### src/hdl/buf_uart_pkg.sv
package buf_uart_pkg;

  localparam int unsigned NumStats = 9;

  localparam logic [2:0] KIND_SEND  = 3'd0;
  localparam logic [2:0] KIND_RECV  = 3'd1;
  localparam logic [2:0] KIND_EVENT = 3'd2;
  localparam logic [2:0] KIND_STAT  = 3'd3;
  localparam logic [2:0] KIND_CLEAR = 3'd4;

  localparam int unsigned STAT_OVERRUN  = 0;
  localparam int unsigned STAT_FRAMING  = 1;
  localparam int unsigned STAT_NOISE    = 2;
  localparam int unsigned STAT_PARITY   = 3;
  localparam int unsigned STAT_TX_OVF   = 4;
  localparam int unsigned STAT_RX_OVF   = 5;
  localparam int unsigned STAT_EVENTS   = 6;
  localparam int unsigned STAT_RX_BYTES = 7;
  localparam int unsigned STAT_TX_BYTES = 8;

  typedef enum logic [2:0] {
    OP_NONE,
    OP_SEND,
    OP_RECV,
    OP_EVENT,
    OP_STAT,
    OP_CLEAR
  } op_e;

  typedef struct packed {
    logic [2:0] kind;
    logic [7:0] data;
    logic [3:0] stat_index;
    logic       flag_overrun;
    logic       flag_framing;
    logic       flag_noise;
    logic       flag_parity;
    logic       flag_rx_ready;
    logic       flag_tx_ready;
  } in_item_t;

  typedef struct packed {
    logic        ok;
    logic [7:0]  read_byte;
    logic        tx_valid;
    logic [7:0]  tx_byte;
    logic        tx_irq_enabled;
    logic        service_request;
    logic [31:0] stat_value;
  } out_item_t;

  typedef struct packed {
    op_e        op;
    logic [7:0] data;
    logic [3:0] stat_index;
    logic       any_error;
    logic [3:0] errors;
    logic       rx_ready;
    logic       tx_ready;
  } cmd_t;

endpackage

### src/hdl/buf_uart_ram.sv
module buf_uart_ram #(
  parameter int unsigned WIDTH = 8,
  parameter int unsigned DEPTH = 16
) (
  input  logic                     clk_i,
  input  logic                     we_i,
  input  logic [$clog2(DEPTH)-1:0] waddr_i,
  input  logic [WIDTH-1:0]         wdata_i,
  input  logic                     re_i,
  input  logic [$clog2(DEPTH)-1:0] raddr_i,
  output logic [WIDTH-1:0]         rdata_o
);

  logic [WIDTH-1:0] mem_q [DEPTH];
  logic [WIDTH-1:0] rdata_q;

  always_ff @(posedge clk_i) begin
    if (we_i) begin
      mem_q[waddr_i] <= wdata_i;
    end
    if (re_i) begin
      rdata_q <= mem_q[raddr_i];
    end
  end

  assign rdata_o = rdata_q;

endmodule

### src/hdl/buf_uart_front.sv
module buf_uart_front (
  input  logic                  clk_i,
  input  logic                  rst_ni,
  input  logic                  in_valid_i,
  output logic                  in_stall_o,
  input  buf_uart_pkg::in_item_t in_data_i,
  output logic                  cmd_valid_o,
  output buf_uart_pkg::cmd_t    cmd_o,
  input  logic                  cmd_pop_i
);

  buf_uart_pkg::cmd_t ent_q [2];
  buf_uart_pkg::cmd_t cmd_d;
  logic [1:0] cnt_q, cnt_d;
  logic       hd_q, hd_d;
  logic       push;

  // classify the incoming word
  always_comb begin
    cmd_d            = '0;
    cmd_d.data       = in_data_i.data;
    cmd_d.stat_index = in_data_i.stat_index;
    cmd_d.errors     = {in_data_i.flag_overrun, in_data_i.flag_framing,
                        in_data_i.flag_noise, in_data_i.flag_parity};
    cmd_d.any_error  = in_data_i.flag_overrun | in_data_i.flag_framing |
                       in_data_i.flag_noise | in_data_i.flag_parity;
    cmd_d.rx_ready   = in_data_i.flag_rx_ready;
    cmd_d.tx_ready   = in_data_i.flag_tx_ready;
    case (in_data_i.kind)
      buf_uart_pkg::KIND_SEND:  cmd_d.op = buf_uart_pkg::OP_SEND;
      buf_uart_pkg::KIND_RECV:  cmd_d.op = buf_uart_pkg::OP_RECV;
      buf_uart_pkg::KIND_EVENT: cmd_d.op = buf_uart_pkg::OP_EVENT;
      buf_uart_pkg::KIND_STAT:  cmd_d.op = buf_uart_pkg::OP_STAT;
      buf_uart_pkg::KIND_CLEAR: cmd_d.op = buf_uart_pkg::OP_CLEAR;
      default:                  cmd_d.op = buf_uart_pkg::OP_NONE;
    endcase
  end

  assign in_stall_o  = (cnt_q == 2'd2);
  assign push        = in_valid_i && !in_stall_o;
  assign cmd_valid_o = (cnt_q != 2'd0);
  assign cmd_o       = ent_q[hd_q];

  always_comb begin
    cnt_d = cnt_q;
    hd_d  = hd_q;
    if (cmd_pop_i) begin
      hd_d = ~hd_q;
    end
    case ({push, cmd_pop_i})
      2'b10:   cnt_d = cnt_q + 2'd1;
      2'b01:   cnt_d = cnt_q - 2'd1;
      default: cnt_d = cnt_q;
    endcase
  end

  always_ff @(posedge clk_i or negedge rst_ni) begin
    if (!rst_ni) begin
      cnt_q <= 2'd0;
      hd_q  <= 1'b0;
    end else begin
      cnt_q <= cnt_d;
      hd_q  <= hd_d;
    end
  end

  always_ff @(posedge clk_i) begin
    if (push) begin
      ent_q[hd_q ^ cnt_q[0]] <= cmd_d;
    end
  end

  a_cnt_bound : assert property (@(posedge clk_i) disable iff (!rst_ni)
    cnt_q != 2'd3) else $error("queue count out of range");

  a_pop_nonempty : assert property (@(posedge clk_i) disable iff (!rst_ni)
    cmd_pop_i |-> cmd_valid_o) else $error("pop from empty queue");

  a_full_holds : assert property (@(posedge clk_i) disable iff (!rst_ni)
    (in_stall_o && !cmd_pop_i) |=> in_stall_o) else $error("full queue lost a word");

endmodule

### src/hdl/buf_uart_back.sv
module buf_uart_back #(
  parameter int unsigned FIFO_DEPTH = 16
) (
  input  logic                   clk_i,
  input  logic                   rst_ni,
  input  logic                   stats_enable_i,
  input  logic                   cmd_valid_i,
  input  buf_uart_pkg::cmd_t     cmd_i,
  output logic                   cmd_pop_o,
  output logic                   out_valid_o,
  input  logic                   out_stall_i,
  output buf_uart_pkg::out_item_t out_data_o
);

  localparam int unsigned AW = $clog2(FIFO_DEPTH);
  localparam int unsigned FW = $clog2(FIFO_DEPTH + 1);
  localparam int unsigned SW = AW + 1;
  localparam int unsigned NS = buf_uart_pkg::NumStats;

  localparam logic ST_IDLE = 1'b0;
  localparam logic ST_DONE = 1'b1;

  logic state_q, state_d;

  logic [AW-1:0] tx_rd_q, tx_rd_d, rx_rd_q, rx_rd_d;
  logic [FW-1:0] tx_fill_q, tx_fill_d, rx_fill_q, rx_fill_d;
  logic          irq_q, irq_d, pend_q, pend_d;
  logic [31:0]   stat_q [NS];
  logic [NS-1:0] bump;

  buf_uart_pkg::out_item_t res_q, res_d, out_q, out_d;
  logic use_rx_q, use_rx_d, use_tx_q, use_tx_d;
  logic out_valid_q;
  logic load_out;

  logic          tx_we, rx_we, tx_re, rx_re;
  logic [AW-1:0] tx_wa, rx_wa;
  logic [7:0]    tx_rdata, rx_rdata;
  logic [SW-1:0] tx_sum, rx_sum;
  logic          tx_full, rx_full, tx_empty, rx_empty;

  assign tx_full  = (tx_fill_q == FW'(FIFO_DEPTH));
  assign rx_full  = (rx_fill_q == FW'(FIFO_DEPTH));
  assign tx_empty = (tx_fill_q == '0);
  assign rx_empty = (rx_fill_q == '0);
  assign tx_sum   = SW'(tx_rd_q) + SW'(tx_fill_q);
  assign rx_sum   = SW'(rx_rd_q) + SW'(rx_fill_q);
  assign tx_wa    = (tx_sum >= SW'(FIFO_DEPTH)) ? AW'(tx_sum - SW'(FIFO_DEPTH)) : AW'(tx_sum);
  assign rx_wa    = (rx_sum >= SW'(FIFO_DEPTH)) ? AW'(rx_sum - SW'(FIFO_DEPTH)) : AW'(rx_sum);

  assign cmd_pop_o = (state_q == ST_IDLE) && cmd_valid_i;
  assign load_out  = (state_q == ST_DONE) && !(out_valid_q && out_stall_i);

  always_comb begin
    state_d   = state_q;
    tx_rd_d   = tx_rd_q;
    rx_rd_d   = rx_rd_q;
    tx_fill_d = tx_fill_q;
    rx_fill_d = rx_fill_q;
    irq_d     = irq_q;
    pend_d    = pend_q;
    bump      = '0;
    res_d     = res_q;
    use_rx_d  = use_rx_q;
    use_tx_d  = use_tx_q;
    tx_we     = 1'b0;
    rx_we     = 1'b0;
    tx_re     = 1'b0;
    rx_re     = 1'b0;
    if (cmd_pop_o) begin
      state_d  = ST_DONE;
      res_d    = '0;
      use_rx_d = 1'b0;
      use_tx_d = 1'b0;
      case (cmd_i.op)
        buf_uart_pkg::OP_SEND: begin
          if (!tx_full) begin
            tx_we     = 1'b1;
            tx_fill_d = tx_fill_q + FW'(1);
            irq_d     = 1'b1;
            res_d.ok  = 1'b1;
          end else begin
            bump[buf_uart_pkg::STAT_TX_OVF] = 1'b1;
          end
        end
        buf_uart_pkg::OP_RECV: begin
          if (!rx_empty) begin
            rx_re     = 1'b1;
            rx_rd_d   = (rx_rd_q == AW'(FIFO_DEPTH - 1)) ? '0 : rx_rd_q + AW'(1);
            rx_fill_d = rx_fill_q - FW'(1);
            res_d.ok  = 1'b1;
            use_rx_d  = 1'b1;
          end
        end
        buf_uart_pkg::OP_EVENT: begin
          bump[buf_uart_pkg::STAT_EVENTS] = 1'b1;
          if (cmd_i.any_error) begin
            bump[buf_uart_pkg::STAT_OVERRUN] = cmd_i.errors[3];
            bump[buf_uart_pkg::STAT_FRAMING] = cmd_i.errors[2];
            bump[buf_uart_pkg::STAT_NOISE]   = cmd_i.errors[1];
            bump[buf_uart_pkg::STAT_PARITY]  = cmd_i.errors[0];
          end else begin
            if (cmd_i.rx_ready) begin
              if (!rx_full) begin
                rx_we     = 1'b1;
                rx_fill_d = rx_fill_q + FW'(1);
                bump[buf_uart_pkg::STAT_RX_BYTES] = 1'b1;
                if (!pend_q) begin
                  pend_d                = 1'b1;
                  res_d.service_request = 1'b1;
                end
              end else begin
                bump[buf_uart_pkg::STAT_RX_OVF] = 1'b1;
              end
            end
            if (cmd_i.tx_ready) begin
              if (!tx_empty) begin
                tx_re          = 1'b1;
                tx_rd_d        = (tx_rd_q == AW'(FIFO_DEPTH - 1)) ? '0 : tx_rd_q + AW'(1);
                tx_fill_d      = tx_fill_q - FW'(1);
                res_d.tx_valid = 1'b1;
                use_tx_d       = 1'b1;
                bump[buf_uart_pkg::STAT_TX_BYTES] = 1'b1;
              end else begin
                irq_d = 1'b0;
              end
            end
          end
        end
        buf_uart_pkg::OP_STAT: begin
          if (32'(cmd_i.stat_index) < NS) begin
            res_d.stat_value = stat_q[cmd_i.stat_index];
          end
        end
        buf_uart_pkg::OP_CLEAR: begin
          pend_d = 1'b0;
        end
        default: begin
          res_d = '0;
        end
      endcase
      res_d.tx_irq_enabled = irq_d;
    end else if (load_out) begin
      state_d = ST_IDLE;
    end
  end

  always_comb begin
    out_d           = res_q;
    out_d.read_byte = use_rx_q ? rx_rdata : 8'd0;
    out_d.tx_byte   = use_tx_q ? tx_rdata : 8'd0;
  end

  always_ff @(posedge clk_i or negedge rst_ni) begin
    if (!rst_ni) begin
      state_q     <= ST_IDLE;
      tx_rd_q     <= '0;
      rx_rd_q     <= '0;
      tx_fill_q   <= '0;
      rx_fill_q   <= '0;
      irq_q       <= 1'b0;
      pend_q      <= 1'b0;
      out_valid_q <= 1'b0;
      for (int i = 0; i < NS; i++) begin
        stat_q[i] <= '0;
      end
    end else begin
      state_q   <= state_d;
      tx_rd_q   <= tx_rd_d;
      rx_rd_q   <= rx_rd_d;
      tx_fill_q <= tx_fill_d;
      rx_fill_q <= rx_fill_d;
      irq_q     <= irq_d;
      pend_q    <= pend_d;
      if (load_out) begin
        out_valid_q <= 1'b1;
      end else if (!out_stall_i) begin
        out_valid_q <= 1'b0;
      end
      for (int i = 0; i < NS; i++) begin
        if (stats_enable_i && bump[i]) begin
          stat_q[i] <= stat_q[i] + 32'd1;
        end
      end
    end
  end

  always_ff @(posedge clk_i) begin
    res_q    <= res_d;
    use_rx_q <= use_rx_d;
    use_tx_q <= use_tx_d;
    if (load_out) begin
      out_q <= out_d;
    end
  end

  assign out_valid_o = out_valid_q;
  assign out_data_o  = out_q;

  buf_uart_ram #(
    .WIDTH(8),
    .DEPTH(FIFO_DEPTH)
  ) u_tx_ram (
    .clk_i  (clk_i),
    .we_i   (tx_we),
    .waddr_i(tx_wa),
    .wdata_i(cmd_i.data),
    .re_i   (tx_re),
    .raddr_i(tx_rd_q),
    .rdata_o(tx_rdata)
  );

  buf_uart_ram #(
    .WIDTH(8),
    .DEPTH(FIFO_DEPTH)
  ) u_rx_ram (
    .clk_i  (clk_i),
    .we_i   (rx_we),
    .waddr_i(rx_wa),
    .wdata_i(cmd_i.data),
    .re_i   (rx_re),
    .raddr_i(rx_rd_q),
    .rdata_o(rx_rdata)
  );

  a_tx_fill : assert property (@(posedge clk_i) disable iff (!rst_ni)
    tx_fill_q <= FW'(FIFO_DEPTH)) else $error("tx fill beyond depth");

  a_rx_fill : assert property (@(posedge clk_i) disable iff (!rst_ni)
    rx_fill_q <= FW'(FIFO_DEPTH)) else $error("rx fill beyond depth");

  a_done_loads : assert property (@(posedge clk_i) disable iff (!rst_ni)
    load_out |=> out_valid_q && state_q == ST_IDLE) else $error("result not loaded");

  a_srq_pending : assert property (@(posedge clk_i) disable iff (!rst_ni)
    (state_q == ST_DONE && res_q.service_request) |-> pend_q)
    else $error("service request without pending");

endmodule

### src/hdl/buffered_uart_fifo_engine.sv
// channel   direction  handshake                  payload
// in        input      in_valid_i / in_stall_o    in_data_i  (in_item_t)
// out       output     out_valid_o / out_stall_i  out_data_o (out_item_t)
// cfg       input      cfg_valid_i / cfg_ready_o  cfg_data_i (stats_enable)
//
// in the execute stage a word first does the fifo and counter update and the ram
// read of a popped byte, then loads the output register
// a two-word queue in front accepts while execute or output stalls until full
// reset clears fifo pointers, fill counts, interrupt and pending flags and stats
// the output register holds its word while out_stall_i is high
module buffered_uart_fifo_engine #(
  parameter int unsigned FIFO_DEPTH = 16
) (
  input  logic                    clk_i,
  input  logic                    rst_ni,
  input  logic                    in_valid_i,
  output logic                    in_stall_o,
  input  buf_uart_pkg::in_item_t  in_data_i,
  output logic                    out_valid_o,
  input  logic                    out_stall_i,
  output buf_uart_pkg::out_item_t out_data_o,
  input  logic                    cfg_valid_i,
  output logic                    cfg_ready_o,
  input  logic                    cfg_data_i
);

  logic               stats_en_q;
  logic               cmd_valid;
  logic               cmd_pop;
  buf_uart_pkg::cmd_t cmd;

  assign cfg_ready_o = 1'b1;

  always_ff @(posedge clk_i or negedge rst_ni) begin
    if (!rst_ni) begin
      stats_en_q <= 1'b0;
    end else if (cfg_valid_i && cfg_ready_o) begin
      stats_en_q <= cfg_data_i;
    end
  end

  buf_uart_front u_front (
    .clk_i      (clk_i),
    .rst_ni     (rst_ni),
    .in_valid_i (in_valid_i),
    .in_stall_o (in_stall_o),
    .in_data_i  (in_data_i),
    .cmd_valid_o(cmd_valid),
    .cmd_o      (cmd),
    .cmd_pop_i  (cmd_pop)
  );

  buf_uart_back #(
    .FIFO_DEPTH(FIFO_DEPTH)
  ) u_back (
    .clk_i         (clk_i),
    .rst_ni        (rst_ni),
    .stats_enable_i(stats_en_q),
    .cmd_valid_i   (cmd_valid),
    .cmd_i         (cmd),
    .cmd_pop_o     (cmd_pop),
    .out_valid_o   (out_valid_o),
    .out_stall_i   (out_stall_i),
    .out_data_o    (out_data_o)
  );

endmodule
### config.mk
export PLATFORM = sky130hd
export DESIGN_NAME = buffered_uart_fifo_engine
export DESIGN_NICKNAME = d
export VERILOG_FILES = /design/src/hdl/buf_uart_pkg.sv /design/src/hdl/buf_uart_ram.sv /design/src/hdl/buf_uart_front.sv /design/src/hdl/buf_uart_back.sv /design/src/hdl/buffered_uart_fifo_engine.sv
export SDC_FILE = /design/constraint.sdc
export NUM_CORES = 1
export LEC_CHECK = 0
export BUFFER_PORTS_ARGS = -buffer_cell sky130_fd_sc_hd__buf_2
export CAP_MARGIN = 20
export CORE_MARGIN = 1
export CORE_UTILIZATION = 50
export DETAILED_ROUTE_END_ITERATION = 6
export PLACE_DENSITY = 0.69
export SKIP_LAST_GASP = 1
export SYNTH_ARGS = -nofsm -noshare
export SYNTH_HDL_FRONTEND = slang
export SYNTH_HIERARCHICAL = 1
export SYNTH_SLANG_ARGS = --single-unit
### constraint.sdc
create_clock -name clk_i -period 5 [get_ports clk_i]
set_clock_uncertainty 0.15 [all_clocks]
set_input_delay 0.25 -clock clk_i [delete_from_list [all_inputs] [get_ports clk_i]]
set_output_delay 0.25 -clock clk_i [all_outputs]
set_load 0.1 [all_outputs]
==> results of run 1 <==
-- flip-flops by register name, indices dropped and copies added (netlist names), 4 cells and up --
register / cells
u_back/u_tx_ram/rdata_o: 8
u_back/u_rx_ram/mem_q: 128
u_back/out_data_o: 52
u_back/u_tx_ram/mem_q: 128
u_back/stat_q: 288
u_back/out_d: 35
u_back/tx_rd_q: 4
u_front/ent_q: 44
u_back/u_rx_ram/rdata_o: 8
u_back/rx_fill_q: 5
u_back/rx_rd_q: 4
u_back/tx_fill_q: 5
-- layout make-up --
| class | instances | area [sq um] |
|---|---|---|
| clock buffer | 99 | 2018 |
| clock inverter | 36 | 421.7 |
| fill | 4836 | 27020 |
| inverter | 32 | 120.1 |
| multi-input combinational | 1363 | 11230 |
| sequential | 719 | 20020 |
| tap | 846 | 1059 |
| timing repair buffer | 138 | 957.2 |
-- through the flow --
stage / hold slack, ns / util
after CTS: 0.1958 / 0.5694
after detailed placement: 0.2545 / 0.5263
after floorplan: -0.1956 / -
after global placement: 0.2533 / 0.5259
final: 0.1557 / 0.5701
after global routing: 0.2211 / 0.5701
-- power groups by stage --
stage               Sequential (mW)  Combinational, mW  Clock [mW]
floorplan                      8.98               2.65           0
global placement               7.89               4.80           0
detailed placement             7.92               4.90           0
CTS                            7.80               4.93        5.61
global route                   7.82               5.31        5.84
finish                         7.74               5.00        5.50
-- routing by layer --
metal | wire length (microns) | GRT usage
met1 | 31060 | 0.3258
met2 | 32260 | 0.3420
met3 | 5285 | 0.03790
met4 | 1875 | 0.07435
met5 | 0 | 0
-- cells in the mapped netlist (33+ instances only) --
library cell | n | area share
nor3_1 | 53 | 0.0084
edfxtp_1 | 405 | 0.38
o21ai_0 | 37 | 0.0058
nor2_1 | 121 | 0.014
xor2_1 | 100 | 0.028
mux4_2 | 100 | 0.071
dfrtp_1 | 314 | 0.25
mux2_2 | 34 | 0.012
nand4_1 | 85 | 0.017
nand2_1 | 185 | 0.022
mux2i_1 | 33 | 0.010
xnor2_1 | 201 | 0.055
nand3_1 | 122 | 0.019
-- kinds of logic (layout without fill, tap and decap cells) --
group | Yosys count | after routing | share of synthesized area
and+or+nand+nor | 729 | 729 | 0.1185
DFF | 719 | 719 | 0.6306
xor gates and xnor gates | 301 | 301 | 0.08305
muxes | 197 | 197 | 0.1174
AOI/OAI and AO/OA | 107 | 107 | 0.02191
buffers and inverters | 98 | 305 | 0.01636
adders and majority gates | 28 | 28 | 0.01198
other | 1 | 1 | 0.0001181
-- worst max path at each step --
| stage | start | end | cells past startpoint |
|---|---|---|---|
| CTS | u_front/hd_q | u_back/u_rx_ram/mem_q[0][2] | 6 |
| finish | u_front/hd_q | u_back/u_tx_ram/mem_q[1][0] | 6 |
| floorplan | u_back/out_valid_o | u_back/out_data_o[0] | 1 |
| global placement | u_front/hd_q | u_back/u_tx_ram/mem_q[1][7] | 6 |
| global route | u_front/hd_q | u_back/u_tx_ram/mem_q[0][0] | 7 |
| detailed placement | u_front/hd_q | u_back/u_rx_ram/mem_q[0][0] | 6 |
==> impl_metrics.ini, run 1 <==
[synth]
syn-cell-area_sq_um = 31740
synth-seq-cells = 719
netlist_instances = 2180
yosys_warnings = 6
synthDistinctLibCells = 66
synth_enable_flop_cells = 405
ys_async_sr_fraction = 0.4367
seq_area_frac_synth = 0.6306
synth_nets = 2235
syn_area_per_cell_sq_um = 14.56
synth_ff_type = edfxtp_1

[global_routing]
grt-ovfl-total = 0
grt_pass1_vias = 18550
grt_pass1_wl_microns = 108400
grt_max_degree = 130
antenna_found_initial = 0
grt_usage = 0.2235

[cts]
htree_levels = 3
tritoncts = yes
cts_resized = 0
hold_buffers = 27
cts_root_buf = clkbuf_16
clock_latency_ns = 0.61
numCtsBuffers = 73
cts_setup_buffers = 0
clk_pin_slew_worst_paths_ns = 0.06
numClockSinks = 719
cts_max_path_buffers = 3

[setup_path]
worstPathMaxFanout = 11
r2r_start = u_front/hd_q
r2r-end = u_back/u_tx_ram/mem_q[1][0]
worstSetupPathType = reg2reg
cp_common_cell = nor2_1
path_cells = mux2_2, nor3b_1, nand2_1, nor2_1, or3b_2, nor2_1
arrival_ns = 4.12
cpMaxStageDelayCell = nor3b_1
ff2ff_setup_slack_ns = 0.96
crit_buf_inv = 0
reg2regPathDepth = 6
critical-path-top-delay-family = simple AND/OR/NAND/NOR gates
start_kind = register
end_kind = register
required_ns = 5.08
slowest_delay_ns = 0.77

[timing]
fmax_ghz = 0.2477
post-route-min-period_ns = 4.038
relSlewSlack = 0.2588
hold_viol_final = 0
setup_tns_ns = 0
worstMarginPinSlew_ns = 1.102
fin_crit_sh = 0.8076
rsz0062_at_grt = no
finalSetupViolCount = 0
drv_slew = 0
fin_ws_ns = 0.9621

[pwr]
power.density_nw_per_um2 = 509.2
power_switching_mw = 6.219
clockPowerShare = 0.301
seq_power_share = 0.424
switching_share = 0.3409
combPwrFrac = 0.274
p_leak_nw = 13.75
ir_drop_mv = 0.2715
p_int_mw = 12.03
finalPower_mw = 18.24

[routing]
viasPerCell = 5.883
remaining_drc_errors = 0
first_pass_iters = 6
antenna_left = 0
drtIter0Drc = 1703
totalWireLength_microns = 70490
vias = 19020
wl_per_cell_microns = 21.80

[floorplanning]
ioPinCount = 82
dieWidth_microns = 254.0
placement_rows = 92
die_area_sq_um = 64500
core_sq_um = 62850
start_util = 0.5051
die_h_microns = 254.0

[placed_design]
place_area_sq_um = 33080
io_buffers = 80
dp.final_hpwl_microns = 48400
post-place-ws_ns = 1.074
place.gp.congestion = 0.8767
dp.cells = 3067

[finish]
mostFrequentLayoutCells = 405 x edfxtp_1, 312 x dfrtp_1, 201 x xnor2_1
area_growth_pct = 12.87
drive_gt1_frac = 0.1642
final_cells = 3233
mostFrequentLayoutCell = edfxtp_1
final_cell_area_sq_um = 35830
nNetsFinal = 2382
antenna_cells = 0

[outcome]
status = finished, final reports clean

[job]
drv_cap = 0

[hold_path]
min_path_type = in2async
No activity file was read; power rests on OpenSTA's default activity.
==> run 2, diff against run 1 <==
Settings changed: PLACE_DENSITY 0.69 to 0.66.
Clock period 5 ns to 4.1 ns, I/O delays scaled along.
==> impl_metrics.ini, run 2 (same netlist as run 1, synthesis figures left out) <==
[placed_design]
place.gp.congestion = 0.8753
io_buffers = 80
post-place-ws_ns = 0.8199
dp.final_hpwl_microns = 49020

[timing]
fin_crit_sh = 0.8052
finalSetupViolCount = 0
fmax_ghz = 0.3029
post-route-min-period_ns = 3.301
hold_viol_final = 0
relSlewSlack = 0.2671
fin_ws_ns = 0.7986
rsz0062_at_grt = no
drv_slew = 0
setup_tns_ns = 0
worstMarginPinSlew_ns = 1.099

[floorplanning]
die_area_sq_um = 64500
start_util = 0.5051
die_h_microns = 254.0
core_sq_um = 62850
placement_rows = 92
dieWidth_microns = 254.0
ioPinCount = 82

[setup_path]
crit_buf_inv = 0
r2r_start = u_front/hd_q
worstPathMaxFanout = 8
ff2ff_setup_slack_ns = 0.80
r2r-end = u_back/u_rx_ram/mem_q[2][3]
arrival_ns = 3.39
cp_common_cell = nor2_1
slowest_delay_ns = 0.60
path_cells = mux2_2, nand4bb_4, a211o_1, nor2_1, or3b_2, nor2_1
worstSetupPathType = reg2reg
cpMaxStageDelayCell = nor2_1
required_ns = 4.19
start_kind = register
reg2regPathDepth = 6
end_kind = register
critical-path-top-delay-family = simple AND/OR/NAND/NOR gates

[cts]
cts_root_buf = clkbuf_16
clock_latency_ns = 0.62
htree_levels = 3
numClockSinks = 719
numCtsBuffers = 75
clk_pin_slew_worst_paths_ns = 0.06
cts_max_path_buffers = 3
cts_resized = 0
tritoncts = yes

[finish]
fillers = 4890
reg.largest.list = u_back/stat_q: 288 flops, u_back/u_rx_ram/mem_q: 128 flops, u_back/u_tx_ram/mem_q: 128 flops
fin_util = 0.5745
drive_gt1_frac = 0.1729
mostFrequentLayoutCell = edfxtp_1
mostFrequentLayoutCells = 405 x edfxtp_1, 312 x dfrtp_1, 201 x xnor2_1
largest_reg_flops = 288
area_growth_pct = 13.75
top_register = u_back/stat_q
nNetsFinal = 2413

[routing]
remaining_drc_errors = 0
first_pass_iters = 5
viasPerCell = 5.775
drtIter0Drc = 1709
totalWireLength_microns = 71290
antenna_left = 0
wl_per_cell_microns = 21.83
vias = 18860

[global_routing]
grt_use_met2 = 0.3425
grt_usage = 0.2275
use_met3 = 0.05244
grt_pass1_wl_microns = 110800
grt-ovfl-total = 0
grt_max_degree = 104
grt_use_met1 = 0.3350
grt-busiest-layer = met2
grt_pass1_vias = 18710
antenna_found_initial = 1

[pwr]
ir_drop_mv = 0.3168
switching_share = 0.3410
power.density_nw_per_um2 = 621.6
clockPowerShare = 0.304
p_leak_nw = 13.93
combPwrFrac = 0.274
seq_power_share = 0.421
power_switching_mw = 7.654
finalPower_mw = 22.45
p_int_mw = 14.79

[hold_path]
min_path_type = in2async

[outcome]
status = finished, final reports clean

[job]
drv_cap = 0
[run 2: cell count changes in the layout (fill, tap and decap cells not counted), moves of 2 or more]
cell	before	now
buf_12	2	4
clkbuf_16	73	76
clkinv_1	1	6
clkinv_8	4	1
clkinv_2	17	14
buf_4	25	53
[run 2: cell type report]
type / instances / area [sq um] / share of cell area
Sequential cell: 719 / 20020 / 0.5545
Tap cell: 846 / 1059 / 0.02931
Antenna cell: 1 / 2.502 / 0.00006930
Inverter: 32 / 120.1 / 0.003326
Clock buffer: 101 / 2086 / 0.05776
Timing Repair Buffer: 167 / 1189 / 0.03292
Clock inverter: 36 / 400.4 / 0.01109
Multi-Input combinational cell: 1363 / 11230 / 0.3111
[run 2: power by group through the flow]
stage | Combinational, mW | Sequential (mW) | Clock (mW)
after floorplan | 3.23 | 11.0 | 0
after global placement | 5.99 | 9.58 | 0
after detailed placement | 6.12 | 9.61 | 0
after CTS | 6.16 | 9.47 | 6.97
after global routing | 6.52 | 9.56 | 7.26
final | 6.15 | 9.46 | 6.83
[run 2: worst max-delay path by stage]
stage | endpoint | from | depth (start not counted)
floorplan | u_back/out_data_o[0] | u_back/out_valid_o | 1
global placement | u_back/out_d[8] | u_front/hd_q | 6
detailed placement | u_back/u_rx_ram/mem_q[2][6] | u_front/hd_q | 6
CTS | u_back/u_rx_ram/mem_q[2][5] | u_front/hd_q | 6
global route | u_back/out_d[8] | u_front/hd_q | 6
finish | u_back/u_rx_ram/mem_q[2][3] | u_front/hd_q | 6
[run 2: stage by stage]
step | std cells | instance area (sq um) | hold WS, ns
after floorplan | 2180 | 31740 | -0.2406
after global placement | 3097 | 33320 | 0.1643
after detailed placement | 3097 | 33320 | 0.1780
after CTS | 3261 | 36080 | 0.1209
after global routing | 3265 | 36110 | 0.1670
final | 3265 | 36110 | 0.07966
[run 2: worst register-to-register path, delay by kind of cell (launching register included)]
| family | cells | cell delay (ns) |
|---|---|---|
| flops | 1 | 0.48 |
| compound gates | 1 | 0.33 |
| simple gates | 4 | 1.53 |
| mux | 1 | 0.44 |
[run 2: repair_timing]
item	in CTS	in global routing
hold buffers	27	0
endpoints found under the hold margin	168	0
setup buffers	0	0
[run 2: per-layer routing]
layer,vias up,share of wire,routed length (microns)
li1,8556,-,-
met4,0,0.018,1249
met1,9624,0.45,32040
met3,78,0.074,5289
met5,-,0,0
met2,599,0.46,32710
